<file path="src/sv/bwm_pkg.sv">
// Shared constants, codes and types of the breakpoint and watchpoint matcher.
package bwm_pkg;

  localparam int BP_ENTRIES = 16;
  localparam int WP_ENTRIES = 16;

  localparam int SCAN_LEN = (BP_ENTRIES > WP_ENTRIES) ? BP_ENTRIES : WP_ENTRIES;
  localparam int CNT_W    = (SCAN_LEN > 1) ? $clog2(SCAN_LEN) : 1;
  localparam int BP_IW    = (BP_ENTRIES > 1) ? $clog2(BP_ENTRIES) : 1;
  localparam int WP_IW    = (WP_ENTRIES > 1) ? $clog2(WP_ENTRIES) : 1;

  localparam logic [CNT_W-1:0] SCAN_LAST = CNT_W'(SCAN_LEN - 1);

  typedef enum logic [1:0] {
    CMD_INSERT = 2'd0,
    CMD_REMOVE = 2'd1,
    CMD_CHECK  = 2'd2
  } bwm_cmd_t;

  typedef enum logic [1:0] {
    PT_BREAK  = 2'd0,
    PT_WRITE  = 2'd1,
    PT_READ   = 2'd2,
    PT_ACCESS = 2'd3
  } bwm_pt_t;

  typedef enum logic [1:0] {
    AC_NONE  = 2'd0,
    AC_LOAD  = 2'd1,
    AC_STORE = 2'd2
  } bwm_ac_t;

  typedef enum logic [1:0] {
    ST_IDLE,
    ST_SCAN,
    ST_DRAIN,
    ST_DONE
  } bwm_state_t;

  typedef struct packed {
    logic [63:0] addr;
    logic [15:0] kind;
  } bwm_bp_entry_t;

  typedef struct packed {
    logic [1:0]  ptype;
    logic [63:0] addr;
    logic [15:0] len;
  } bwm_wp_entry_t;

  typedef struct packed {
    logic             start;
    logic             rd_en;
    logic [CNT_W-1:0] rd_idx;
    logic             commit;
  } bwm_ctl_t;

  typedef struct packed {
    logic full;
    logic hit;
  } bwm_bp_status_t;

  typedef struct packed {
    logic full;
    logic hit_first;
    logic hit_access;
  } bwm_wp_status_t;

endpackage

</file>
<file path="src/sv/bwm_bp_table.sv">
// Breakpoint table: entry memory, valid bits, scan compare and insert or remove.
module bwm_bp_table
  import bwm_pkg::*;
(
  input  logic           clk,
  input  logic           rst_n,
  input  bwm_ctl_t       ctl,
  input  logic [1:0]     cmd,
  input  logic [1:0]     ptype,
  input  logic [63:0]    paddr,
  input  logic [15:0]    plen,
  input  logic [63:0]    pc,
  output bwm_bp_status_t status
);

  bwm_bp_entry_t             bp_mem [BP_ENTRIES];
  bwm_bp_entry_t             rd_data_r;
  logic [BP_ENTRIES-1:0]     valid_r;
  logic                      cmp_vld_r;
  logic [BP_IW-1:0]          cmp_idx_r;
  logic                      held_r;
  logic                      hit_r;
  logic                      slot_found_r;
  logic [BP_IW-1:0]          slot_r;
  logic                      in_range;
  logic                      ent_valid;
  logic                      addr_eq;
  logic                      pc_eq;
  logic                      kind_eq;
  logic                      op_bp;
  logic                      do_ins;
  logic                      do_rm;

  assign in_range  = {1'b0, ctl.rd_idx} < (CNT_W + 1)'(BP_ENTRIES);
  assign op_bp     = (ptype == PT_BREAK);
  assign ent_valid = valid_r[cmp_idx_r];
  assign addr_eq   = (rd_data_r.addr == paddr);
  assign pc_eq     = (rd_data_r.addr == pc);
  assign kind_eq   = (rd_data_r.kind == plen);
  assign do_rm     = cmp_vld_r && (cmd == CMD_REMOVE) && op_bp && ent_valid && addr_eq && kind_eq;
  assign do_ins    = ctl.commit && (cmd == CMD_INSERT) && op_bp && !held_r && slot_found_r;

  assign status.full = (cmd == CMD_INSERT) && op_bp && !held_r && !slot_found_r;
  assign status.hit  = hit_r;

  always_ff @(posedge clk) begin
    if (ctl.rd_en && in_range) begin
      rd_data_r <= bp_mem[ctl.rd_idx[BP_IW-1:0]];
    end
    if (do_ins) begin
      bp_mem[slot_r] <= '{addr: paddr, kind: plen};
    end
    cmp_idx_r <= ctl.rd_idx[BP_IW-1:0];
  end

  always_ff @(posedge clk) begin
    if (!rst_n) begin
      valid_r      <= '0;
      cmp_vld_r    <= 1'b0;
      held_r       <= 1'b0;
      hit_r        <= 1'b0;
      slot_found_r <= 1'b0;
      slot_r       <= '0;
    end else begin
      cmp_vld_r <= ctl.rd_en && in_range;
      if (ctl.start) begin
        held_r       <= 1'b0;
        hit_r        <= 1'b0;
        slot_found_r <= 1'b0;
      end else if (cmp_vld_r) begin
        if (ent_valid && addr_eq) begin
          held_r <= 1'b1;
        end
        if (ent_valid && pc_eq) begin
          hit_r <= 1'b1;
        end
        if (!ent_valid && !slot_found_r) begin
          slot_found_r <= 1'b1;
          slot_r       <= cmp_idx_r;
        end
      end
      if (do_rm) begin
        valid_r[cmp_idx_r] <= 1'b0;
      end
      if (do_ins) begin
        valid_r[slot_r] <= 1'b1;
      end
    end
  end

  a_ins_free: assert property (@(posedge clk) disable iff (!rst_n)
    do_ins |-> !valid_r[slot_r])
    else $error("breakpoint insert targets an occupied entry");

  a_ins_set: assert property (@(posedge clk) disable iff (!rst_n)
    do_ins |=> valid_r[$past(slot_r)])
    else $error("breakpoint insert did not mark its entry valid");

  a_start_clear: assert property (@(posedge clk) disable iff (!rst_n)
    ctl.start |=> !held_r && !hit_r && !slot_found_r)
    else $error("breakpoint scan flags not cleared at request start");

endmodule

</file>
<file path="src/sv/bwm_wp_table.sv">
// Watchpoint table: entry memory, valid bits, range overlap scan and insert or remove.
module bwm_wp_table
  import bwm_pkg::*;
(
  input  logic           clk,
  input  logic           rst_n,
  input  bwm_ctl_t       ctl,
  input  logic [1:0]     cmd,
  input  logic [1:0]     ptype,
  input  logic [63:0]    paddr,
  input  logic [15:0]    plen,
  input  logic [63:0]    aaddr,
  input  logic [3:0]     asize,
  input  logic [1:0]     aclass,
  output bwm_wp_status_t status
);

  bwm_wp_entry_t             wp_mem [WP_ENTRIES];
  bwm_wp_entry_t             rd_data_r;
  logic [WP_ENTRIES-1:0]     valid_r;
  logic                      cmp_vld_r;
  logic [WP_IW-1:0]          cmp_idx_r;
  logic                      hit_first_r;
  logic                      hit_acc_r;
  logic                      slot_found_r;
  logic [WP_IW-1:0]          slot_r;
  logic                      in_range;
  logic                      ent_valid;
  logic                      op_wp;
  logic                      do_ins;
  logic                      do_rm;
  logic [64:0]               d_wa;
  logic [64:0]               d_aw;
  logic                      meet;
  logic [1:0]                first_type;

  assign in_range  = {1'b0, ctl.rd_idx} < (CNT_W + 1)'(WP_ENTRIES);
  assign op_wp     = (ptype != PT_BREAK);
  assign ent_valid = valid_r[cmp_idx_r];

  // The watch and the access meet when either start lies inside the other range.
  assign d_wa = {1'b0, rd_data_r.addr} - {1'b0, aaddr};
  assign d_aw = {1'b0, aaddr} - {1'b0, rd_data_r.addr};
  assign meet = (!d_wa[64] && (d_wa[63:4] == '0) && (d_wa[3:0] < asize)) ||
                (!d_aw[64] && (d_aw[63:16] == '0) && (d_aw[15:0] < rd_data_r.len));

  assign first_type = (aclass == AC_LOAD) ? PT_READ : PT_WRITE;

  assign do_rm  = cmp_vld_r && (cmd == CMD_REMOVE) && op_wp && ent_valid &&
                  (rd_data_r.ptype == ptype) && (rd_data_r.addr == paddr) &&
                  (rd_data_r.len == plen);
  assign do_ins = ctl.commit && (cmd == CMD_INSERT) && op_wp && slot_found_r;

  assign status.full       = (cmd == CMD_INSERT) && op_wp && !slot_found_r;
  assign status.hit_first  = hit_first_r;
  assign status.hit_access = hit_acc_r;

  always_ff @(posedge clk) begin
    if (ctl.rd_en && in_range) begin
      rd_data_r <= wp_mem[ctl.rd_idx[WP_IW-1:0]];
    end
    if (do_ins) begin
      wp_mem[slot_r] <= '{ptype: ptype, addr: paddr, len: plen};
    end
    cmp_idx_r <= ctl.rd_idx[WP_IW-1:0];
  end

  always_ff @(posedge clk) begin
    if (!rst_n) begin
      valid_r      <= '0;
      cmp_vld_r    <= 1'b0;
      hit_first_r  <= 1'b0;
      hit_acc_r    <= 1'b0;
      slot_found_r <= 1'b0;
      slot_r       <= '0;
    end else begin
      cmp_vld_r <= ctl.rd_en && in_range;
      if (ctl.start) begin
        hit_first_r  <= 1'b0;
        hit_acc_r    <= 1'b0;
        slot_found_r <= 1'b0;
      end else if (cmp_vld_r) begin
        if (ent_valid && meet && (rd_data_r.ptype == first_type)) begin
          hit_first_r <= 1'b1;
        end
        if (ent_valid && meet && (rd_data_r.ptype == PT_ACCESS)) begin
          hit_acc_r <= 1'b1;
        end
        if (!ent_valid && !slot_found_r) begin
          slot_found_r <= 1'b1;
          slot_r       <= cmp_idx_r;
        end
      end
      if (do_rm) begin
        valid_r[cmp_idx_r] <= 1'b0;
      end
      if (do_ins) begin
        valid_r[slot_r] <= 1'b1;
      end
    end
  end

  a_ins_free: assert property (@(posedge clk) disable iff (!rst_n)
    do_ins |-> !valid_r[slot_r])
    else $error("watchpoint insert targets an occupied entry");

  a_start_clear: assert property (@(posedge clk) disable iff (!rst_n)
    ctl.start |=> !hit_first_r && !hit_acc_r && !slot_found_r)
    else $error("watchpoint scan flags not cleared at request start");

  a_cmp_follows_read: assert property (@(posedge clk) disable iff (!rst_n)
    cmp_vld_r |-> $past(ctl.rd_en))
    else $error("watchpoint compare without a preceding read");

endmodule

</file>
<file path="src/sv/breakpoint_watchpoint_matcher.sv">
// Top level of the breakpoint and watchpoint matcher: sequencer, tables and result register.
//
//   channel  direction  handshake             payload
//   in_      input      in_valid / in_ready   command, point and access fields
//   out_     output     out_valid / out_ready table_full, hit, hit_cause
//
// Each request is accepted, then both table memories are read once per entry, then the last
// compare completes and the result is committed.
// Each table memory has a single read port, so its entries are read one at a time.
// Reset clears all valid bits, so both tables start empty; entry memories are not cleared.
// A new request is taken while the previous result still waits in the output register;
// the commit stalls only when the output register is still full.
module breakpoint_watchpoint_matcher
  import bwm_pkg::*;
(
  input  logic        clk,
  input  logic        rst_n,
  input  logic        in_valid,
  output logic        in_ready,
  input  logic [1:0]  in_command,
  input  logic [1:0]  in_point_type,
  input  logic [63:0] in_point_address,
  input  logic [15:0] in_point_length,
  input  logic [63:0] in_pc,
  input  logic [63:0] in_access_address,
  input  logic [3:0]  in_access_size,
  input  logic [1:0]  in_access_class,
  output logic        out_valid,
  input  logic        out_ready,
  output logic        out_table_full,
  output logic        out_hit,
  output logic [1:0]  out_hit_cause
);

  bwm_state_t       state_r;
  bwm_state_t       state_nxt;
  logic [CNT_W-1:0] cnt_r;
  bwm_ctl_t         ctl;
  bwm_bp_status_t   bp_status;
  bwm_wp_status_t   wp_status;
  logic             out_free;

  logic [1:0]       cmd_r;
  logic [1:0]       ptype_r;
  logic [63:0]      paddr_r;
  logic [15:0]      plen_r;
  logic [63:0]      pc_r;
  logic [63:0]      aaddr_r;
  logic [3:0]       asize_r;
  logic [1:0]       aclass_r;

  logic             out_valid_r;
  logic             out_full_r;
  logic             out_hit_r;
  logic [1:0]       out_cause_r;
  logic             res_full;
  logic             res_hit;
  logic [1:0]       res_cause;

  assign out_free = !out_valid_r || out_ready;

  always_comb begin
    state_nxt = state_r;
    unique case (state_r)
      ST_IDLE: begin
        if (in_valid) begin
          state_nxt = ST_SCAN;
        end
      end
      ST_SCAN: begin
        if (cnt_r == SCAN_LAST) begin
          state_nxt = ST_DRAIN;
        end
      end
      ST_DRAIN: begin
        state_nxt = ST_DONE;
      end
      ST_DONE: begin
        if (out_free) begin
          state_nxt = ST_IDLE;
        end
      end
      default: begin
        state_nxt = ST_IDLE;
      end
    endcase
  end

  always_comb begin
    in_ready   = (state_r == ST_IDLE);
    ctl.start  = (state_r == ST_IDLE) && in_valid;
    ctl.rd_en  = (state_r == ST_SCAN);
    ctl.rd_idx = cnt_r;
    ctl.commit = (state_r == ST_DONE) && out_free;
  end

  always_ff @(posedge clk) begin
    if (!rst_n) begin
      state_r <= ST_IDLE;
      cnt_r   <= '0;
    end else begin
      state_r <= state_nxt;
      if (ctl.start) begin
        cnt_r <= '0;
      end else if (ctl.rd_en) begin
        cnt_r <= cnt_r + CNT_W'(1);
      end
    end
  end

  always_ff @(posedge clk) begin
    if (ctl.start) begin
      cmd_r    <= in_command;
      ptype_r  <= in_point_type;
      paddr_r  <= in_point_address;
      plen_r   <= in_point_length;
      pc_r     <= in_pc;
      aaddr_r  <= in_access_address;
      asize_r  <= in_access_size;
      aclass_r <= in_access_class;
    end
  end

  bwm_bp_table u_bp_table (
    .clk    (clk),
    .rst_n  (rst_n),
    .ctl    (ctl),
    .cmd    (cmd_r),
    .ptype  (ptype_r),
    .paddr  (paddr_r),
    .plen   (plen_r),
    .pc     (pc_r),
    .status (bp_status)
  );

  bwm_wp_table u_wp_table (
    .clk    (clk),
    .rst_n  (rst_n),
    .ctl    (ctl),
    .cmd    (cmd_r),
    .ptype  (ptype_r),
    .paddr  (paddr_r),
    .plen   (plen_r),
    .aaddr  (aaddr_r),
    .asize  (asize_r),
    .aclass (aclass_r),
    .status (wp_status)
  );

  // A breakpoint at the pc wins over any watch; a typed watch wins over an access watch.
  always_comb begin
    res_full  = bp_status.full || wp_status.full;
    res_hit   = 1'b0;
    res_cause = PT_BREAK;
    if (cmd_r == CMD_CHECK) begin
      priority if (bp_status.hit) begin
        res_hit   = 1'b1;
        res_cause = PT_BREAK;
      end else if ((aclass_r == AC_LOAD) || (aclass_r == AC_STORE)) begin
        if (wp_status.hit_first) begin
          res_hit   = 1'b1;
          res_cause = (aclass_r == AC_LOAD) ? PT_READ : PT_WRITE;
        end else if (wp_status.hit_access) begin
          res_hit   = 1'b1;
          res_cause = PT_ACCESS;
        end
      end else begin
        res_hit   = 1'b0;
        res_cause = PT_BREAK;
      end
    end
  end

  always_ff @(posedge clk) begin
    if (!rst_n) begin
      out_valid_r <= 1'b0;
    end else if (ctl.commit) begin
      out_valid_r <= 1'b1;
    end else if (out_ready) begin
      out_valid_r <= 1'b0;
    end
  end

  always_ff @(posedge clk) begin
    if (ctl.commit) begin
      out_full_r  <= res_full;
      out_hit_r   <= res_hit;
      out_cause_r <= res_cause;
    end
  end

  assign out_valid      = out_valid_r;
  assign out_table_full = out_full_r;
  assign out_hit        = out_hit_r;
  assign out_hit_cause  = out_cause_r;

  a_scan_end: assert property (@(posedge clk) disable iff (!rst_n)
    (state_r == ST_SCAN) && (cnt_r == SCAN_LAST) |=> (state_r == ST_DRAIN))
    else $error("scan did not stop after the last entry");

  a_start_scan: assert property (@(posedge clk) disable iff (!rst_n)
    ctl.start |=> (state_r == ST_SCAN) && (cnt_r == '0))
    else $error("accepted request did not start a scan at entry zero");

  a_full_no_hit: assert property (@(posedge clk) disable iff (!rst_n)
    out_valid_r && out_full_r |-> !out_hit_r)
    else $error("result reports both a full table and a hit");

endmodule

</file>
<file path="config.mk">
export PLATFORM = sky130hd
export DESIGN_NAME = breakpoint_watchpoint_matcher
export DESIGN_NICKNAME = d
export VERILOG_FILES = /design/src/sv/bwm_pkg.sv /design/src/sv/bwm_bp_table.sv /design/src/sv/bwm_wp_table.sv /design/src/sv/breakpoint_watchpoint_matcher.sv
export SDC_FILE = /design/constraint.sdc
export NUM_CORES = 2
export LEC_CHECK = 0
export BUFFER_PORTS_ARGS = -buffer_cell sky130_fd_sc_hd__buf_2
export CAP_MARGIN = 20
export CORE_UTILIZATION = 55
export DETAILED_ROUTE_END_ITERATION = 8
export PLACE_DENSITY = 0.71
export SLEW_MARGIN = 30
export SYNTH_ARGS = -nofsm -noshare
export SYNTH_HDL_FRONTEND = slang
export SYNTH_SLANG_ARGS = --single-unit
</file>
<file path="constraint.sdc">
create_clock -name clk -period 6.5 [get_ports clk]
set_input_delay 0.325 -clock clk [delete_from_list [all_inputs] [get_ports clk]]
set_output_delay 0.325 -clock clk [all_outputs]
set_load 0.01 [all_outputs]
</file>
# Word level (Yosys, flattened, before mapping)
# Memories as Yosys holds them, arrays and structs flattened. A register that Yosys moved wholly into a read port is not among the register bits.
# Cells that the tools add are included.
[word_totals]
ff_bits = 280
mem_bits_rw = 2592
mem_count = 2
in_bits = 222
output_inout_bits = 6
[mem_list]
columns = ["name", "depth", "word_bits", "rd", "rd_clocked_by_memory_dff", "write_ports", "line", "rtl"]
rows = [
  ["u_wp_table.wp_mem", 16, 82, 1, 1, 1, "bwm_wp_table.sv:18", "bwm_wp_entry_t wp_mem [WP_ENTRIES];"],
  ["u_bp_table.bp_mem", 16, 80, 1, 1, 1, "bwm_bp_table.sv:16", "bwm_bp_entry_t bp_mem [BP_ENTRIES];"],
]
[classes]
n_addsub = 3
n_lt_le_gt_ge = 8
n_reduce_logical = 67
bitwise = 9
muxes = 33
eq_ne = 19
[ops]
columns = ["op", "n"]
rows = [
  ["$eq A64 B64 Y1", 3],
  ["$sub A64 B64 Y65", 2],
  ["$mux W16", 6],
  ["$logic_not A60 Y1", 1],
  ["$logic_not A48 Y1", 1],
  ["$logic_and A1 B1 Y1", 37],
  ["$and A16 B16 Y16", 2],
  ["$eq A16 B16 Y1", 2],
  ["$or A16 B16 Y16", 2],
  ["$lt A16 B16 Y1", 1],
  ["$not A16 Y16", 1],
  ["$lt A4 B5 Y1 const B", 3],
  ["$mux W1", 15],
  ["$demux W1 S4", 3],
  ["$ge A4 B1 Y1 const B", 3],
  ["$mux W2", 6],
  ["$reduce_and A2 Y1", 6],
  ["$eq A2 B2 Y1 const B", 5],
  ["$reduce_and A3 Y1", 3],
  ["$bmux W1 S4", 2],
  ["$logic_not A1 Y1", 8],
  ["$pmux W2 S4", 1],
  ["$eq A2 B1 Y1 const B", 3],
  ["$logic_not A2 Y1", 3],
  ["other kinds (11)", 20],
]

# Longest topological paths before layout
[depth]
ltp_word = 11
ltp_mapped = 23

# Modules after synthesis
# From an unflattened synthesis, not the netlist that was laid out.
[unflattened]
cells_unflattened = 6178
area_unflattened_um2 = 123582.3
[by_module_without_submodules]
columns = ["mod", "instances", "area_per_inst_um2", "cells_each"]
rows = [
  ["bwm_wp_table", 1, 63276.9, 3677],
  ["bwm_bp_table", 1, 53204.8, 2230],
  ["breakpoint_watchpoint_matcher", 1, 7100.6, 271],
]

# Worst setup path before layout
# No wires, ideal clock.
[synth_path]
kind = "register to register"
start = "reg state_r[0]"
end = "mem u_wp_table.wp_mem[7][0] in the netlist's numbering, enable pin"
slack_ns = 0.916
path_stages_with_launch = 7
period_less_slack_ns = 5.584
n_path_buf = 0
t_arrival_ns = 5.060
path_cell_list = "dfxtp_1 -> ha_1 -> nor2b_1 -> nand2_1 -> nor4b_1 -> nand2_1 -> nor2_1"
[synth_rtl]
columns = ["item", "line", "rtl"]
rows = [
  ["from (decl)", "breakpoint_watchpoint_matcher.sv:35", "bwm_state_t state_r;"],
  ["from (signal assigned)", "breakpoint_watchpoint_matcher.sv:102", "state_r <= state_nxt;"],
  ["to (decl)", "bwm_wp_table.sv:18", ""],
]

# Worst setup path after layout
[layout_path]
start = "reg, netlist name u_wp_table.rd_data_r[26]"
end = "reg u_wp_table.hit_acc_r"
[layout_via]
elab_chain_cells = 8
elab_cells_between_ends = 15
cone_classes = "add/sub (2); order compare (1); reduce/logical (12)"
[layout_rtl]
columns = ["item", "line", "rtl"]
rows = [
  ["parallel branches: the longest is 4 deep, another holds $sub A64 B64 Y65", "-", ""],
  ["$logic_or A1 B1 Y1 *", "bwm_wp_table.sv:44", "assign meet = (!d_wa[64] && (d_wa[63:4] == '0) && (d_wa[3:0] < asize)) ||"],
  ["$logic_and A1 B1 Y1 * (2 in a row)", "bwm_wp_table.sv:86", "if (ent_valid && meet && (rd_data_r.ptype == PT_ACCESS)) begin"],
  ["$reduce_and A2 Y1 (no line) *", "-", ""],
  ["to (signal assigned)", "bwm_wp_table.sv:73", "hit_acc_r <= 1'b0;"],
  ["to (signal assigned)", "bwm_wp_table.sv:80", "hit_acc_r <= 1'b0;"],
  ["to (signal assigned)", "bwm_wp_table.sv:87", "hit_acc_r <= 1'b1;"],
  ["to (decl)", "bwm_wp_table.sv:24", "logic hit_acc_r;"],
]
# Mark *: on every way between the ends.
# A chain may end at the register's enable or synchronous reset.

==> impl_metrics.env <==
export IMPL_synthDistinctLibCells=74
export IMPL_grt_pass1_vias=66148
export IMPL_p_per_area_nw_per_um2=395
export IMPL_place_gp_congestion=1.02
export IMPL_holdBufCountCts=221
export IMPL_io_pins=228
export IMPL_nFillCells=14666
export IMPL_power_net_switching_mw=17.4
export IMPL_cts_tree="built"
export IMPL_worst_slew_pin_slew_ps=1180
export IMPL_status="finished clean"
export IMPL_grt_pass1_wl_mm=512
export IMPL_seqPwrFrac_pct=44.4
export IMPL_cts_setup_buffers=0
export IMPL_clkPwrFrac_pct=31.2
export IMPL_synth_cells=6070
export IMPL_fin_crit_ps=5850
export IMPL_holdWs_ps=71.0
export IMPL_synthToLayoutAreaGrowth_pct=14.9
export IMPL_place_hpwl_mm=228
export IMPL_crit_arrival_ps=6680
export IMPL_avgViaCountPerCell=6.69
export IMPL_slowest_stage="ha_1"
export IMPL_post_cts_resized=0
export IMPL_syn_num_nets=6446
export IMPL_clk_latency_ps=960
export IMPL_switching_share_pct=31.3
export IMPL_worstSetupPathType="flop to flop"
export IMPL_die_area_um2=225000
export IMPL_synth_area_per_cell_um2=20.2
export IMPL_synth_edf_count=2976
export IMPL_grt_max_degree=137
export IMPL_finalCritPeriodShare_pct=90.0
export IMPL_min_path_cells=2
export IMPL_hp_start="in_pc[40]"
export IMPL_vias=66749
export IMPL_comb_power_share_pct=24.5
export IMPL_drive_above_1_share_pct=24.6
export IMPL_p_int_mw=38.2
export IMPL_die_w_um=474
export IMPL_synth_area_leaders="edfxtp_1, mux4_2, ha_1"
export IMPL_ys_top_cells_by_count="edfxtp_1, mux4_2, a21oi_1, inv_1, xor2_1"
export IMPL_grt_overflow_total=0
export IMPL_setup_violations=0
export IMPL_drt_iter0_drc=8825
export IMPL_fin_nets=7160
export IMPL_ff2ff_setup_slack_ps=650
export IMPL_setup_slack_ps=648
export IMPL_tns_ps=0
export IMPL_critPathMaxStageDelay_ps=620
export IMPL_row_count=172
export IMPL_dr_pass1_iters=5
export IMPL_cp_cell_sequence="ha_1 > and4_1 > a21boi_0 > o21ai_0 > a21oi_1 > xor2_1 > ha_1 > nand4_1 > nor2_1 > a2111oi_0 > o2111ai_1 > nor4_1 > o2111ai_1 > or4_1 > nor4_1 > nand4_1 > o22ai_2 > a31oi_1 > nor2_1"
export IMPL_routedWlPerCell_um=37.0
export IMPL_reg2reg_depth=19
export IMPL_die_h_um=474
export IMPL_synth_ff_type="edfxtp_1"
export IMPL_grtUsageTotal_pct=33.2
export IMPL_maxSlewViolCount=0
export IMPL_wirelength_mm=369
export IMPL_synth_seq_cells=3034
export IMPL_finalClockSkew_ps=91.6
export IMPL_clkSinkCount=3034
export IMPL_hold_viol=0
export IMPL_hp_class="input port to flop"
export IMPL_ant_nets=0
export IMPL_cts_buffers=320
export IMPL_cts_buffer_depth=4
export IMPL_fin_util_pct=63.9
export IMPL_place_ws_ps=776
export IMPL_ys_seq_area_share_pct=73.9
export IMPL_antenna_found_initial=30
export IMPL_relSlewSlack_pct=21.2
export IMPL_cts_root_buf="clkbuf_16"
export IMPL_core_area_um2=221000
export IMPL_peakVddDrop_mv=0.306
export IMPL_io_buffer_count=227
export IMPL_leakage_nw=44.9
export IMPL_crit_fanout=12
export IMPL_yosysMostFrequentCell="edfxtp_1"
export IMPL_reg2reg_to="u_wp_table.hit_acc_r"
export IMPL_critical_path_endpoint_type="flop"
export IMPL_clk_pin_slew_ps=60
export IMPL_netlist_area_um2=123000
export IMPL_synth_top_area_cell="edfxtp_1"
export IMPL_initial_core_util_pct=55.6
export IMPL_synth_top_area_share_pct=72.9
export IMPL_required_ps=7320
export IMPL_yosysWarningCount=0
export IMPL_whs_endpoint="pc_r[40]"
export IMPL_rsz0062_at_grt="false"
export IMPL_max_freq_ghz=0.171
export IMPL_critPathLaunchType="flop"
export IMPL_async_reset_ff_share_pct=0
export IMPL_reg2reg_from="u_wp_table.rd_data_r[26]"
export IMPL_cap_violations=0
export IMPL_cts_max_level=5
export IMPL_drc_errors=0
final cells by class:
class,instances,area [um2],area share (%)
well taps,2958,3700,2.63
flip-flops and latches,3034,90500,64.3
repair buffers,649,5610,3.98
multi-input cells,2571,30400,21.6
diodes,7,17.5,0.0124
clock buffers,401,8510,6.04
inverters,208,853,0.606
clock inverters,151,1220,0.865
state kept, by name, summed over array words and instances, names as in the netlist, 2 cells and up:
register	cells
u_bp_table.valid_r	16
pc_r	64
u_bp_table.bp_mem	1280
u_wp_table.cmp_idx_r	4
cmd_r	2
paddr_r	64
u_bp_table.rd_data_r	80
ptype_r	2
state_r	2
u_wp_table.slot_r	4
u_wp_table.rd_data_r	82
u_bp_table.slot_r	4
aaddr_r	64
cnt_r	4
asize_r	4
aclass_r	2
u_wp_table.valid_r	16
plen_r	16
out_hit_cause	2
u_wp_table.wp_mem	1312
worst max-delay path: cells and delay by family, from the launching register on:
family                     cells  cell delay, ps
DFF                            1             510
and+or+nand+nor                8            1950
xor gates and xnor gates       1             210
AOI/OAI and AO/OA              8            2240
adders and majority gates      2             890
how the worst max path moves through the flow:
stage                             start                       to  depth (start not counted)
5_1_grt        u_wp_table.rd_data_r[26]     u_wp_table.hit_acc_r                         19
3_3_place_gp   u_wp_table.rd_data_r[26]     u_wp_table.hit_acc_r                         19
3_5_place_dp   u_wp_table.rd_data_r[26]     u_wp_table.hit_acc_r                         19
2_1_floorplan                state_r[0]  u_wp_table.wp_mem[7][0]                          6
6_report       u_wp_table.rd_data_r[26]     u_wp_table.hit_acc_r                         19
4_1_cts        u_wp_table.rd_data_r[26]     u_wp_table.hit_acc_r                         19
through the flow:
stage               cell area [um2]  std cells  total power [mW]
floorplan                    123000       6070              32.6
global placement             129000       9188              38.2
detailed placement           129000       9194              38.2
CTS                          141000       9967              55.5
global route                 141000       9976              57.1
finish                       141000       9979              55.6
routing by layer:
metal	share of wire [%]	vias up	global-route usage, %
met4	3.7	8	11.3
met2	47	4042	51.9
met1	39	35579	47.7
met3	9.5	631	5.74
met5	0.014	-	0
li1	-	26489	-
cell families after synthesis:
| group | after synthesis | synth area share (%) |
|---|---|---|
| simple gates | 618 | 2.47 |
| fa+ha+maj | 154 | 1.58 |
| flops | 3034 | 73.9 |
| buf+inv | 465 | 1.44 |
| xor+xnor | 279 | 1.99 |
| mux | 840 | 15.2 |
| compound gates | 680 | 3.42 |
placed cells by master, fill, tap and decap left out, types with 143 or more instances in the layout:
master         instances
a21oi_1              246
inv_1                181
buf_2                227
ha_1                 151
nor2_1               143
edfxtp_1            2976
clkbuf_16            328
dlygate4sd3_1        221
nand2_1              177
xor2_1               203
o21ai_0              165
mux4_2               820
power groups by stage:
| stage | combinational, mW | clock (mW) | sequential (mW) |
|---|---|---|---|
| 2_1_floorplan | 7.71 | 0 | 24.9 |
| 3_3_place_gp | 13.2 | 0 | 25.0 |
| 3_5_place_dp | 13.2 | 0 | 25.0 |
| 4_1_cts | 13.4 | 17.5 | 24.6 |
| 5_1_grt | 14.2 | 18.2 | 24.7 |
| 6_report | 13.6 | 17.3 | 24.7 |
No activity file was read; power rests on OpenSTA's default activity.
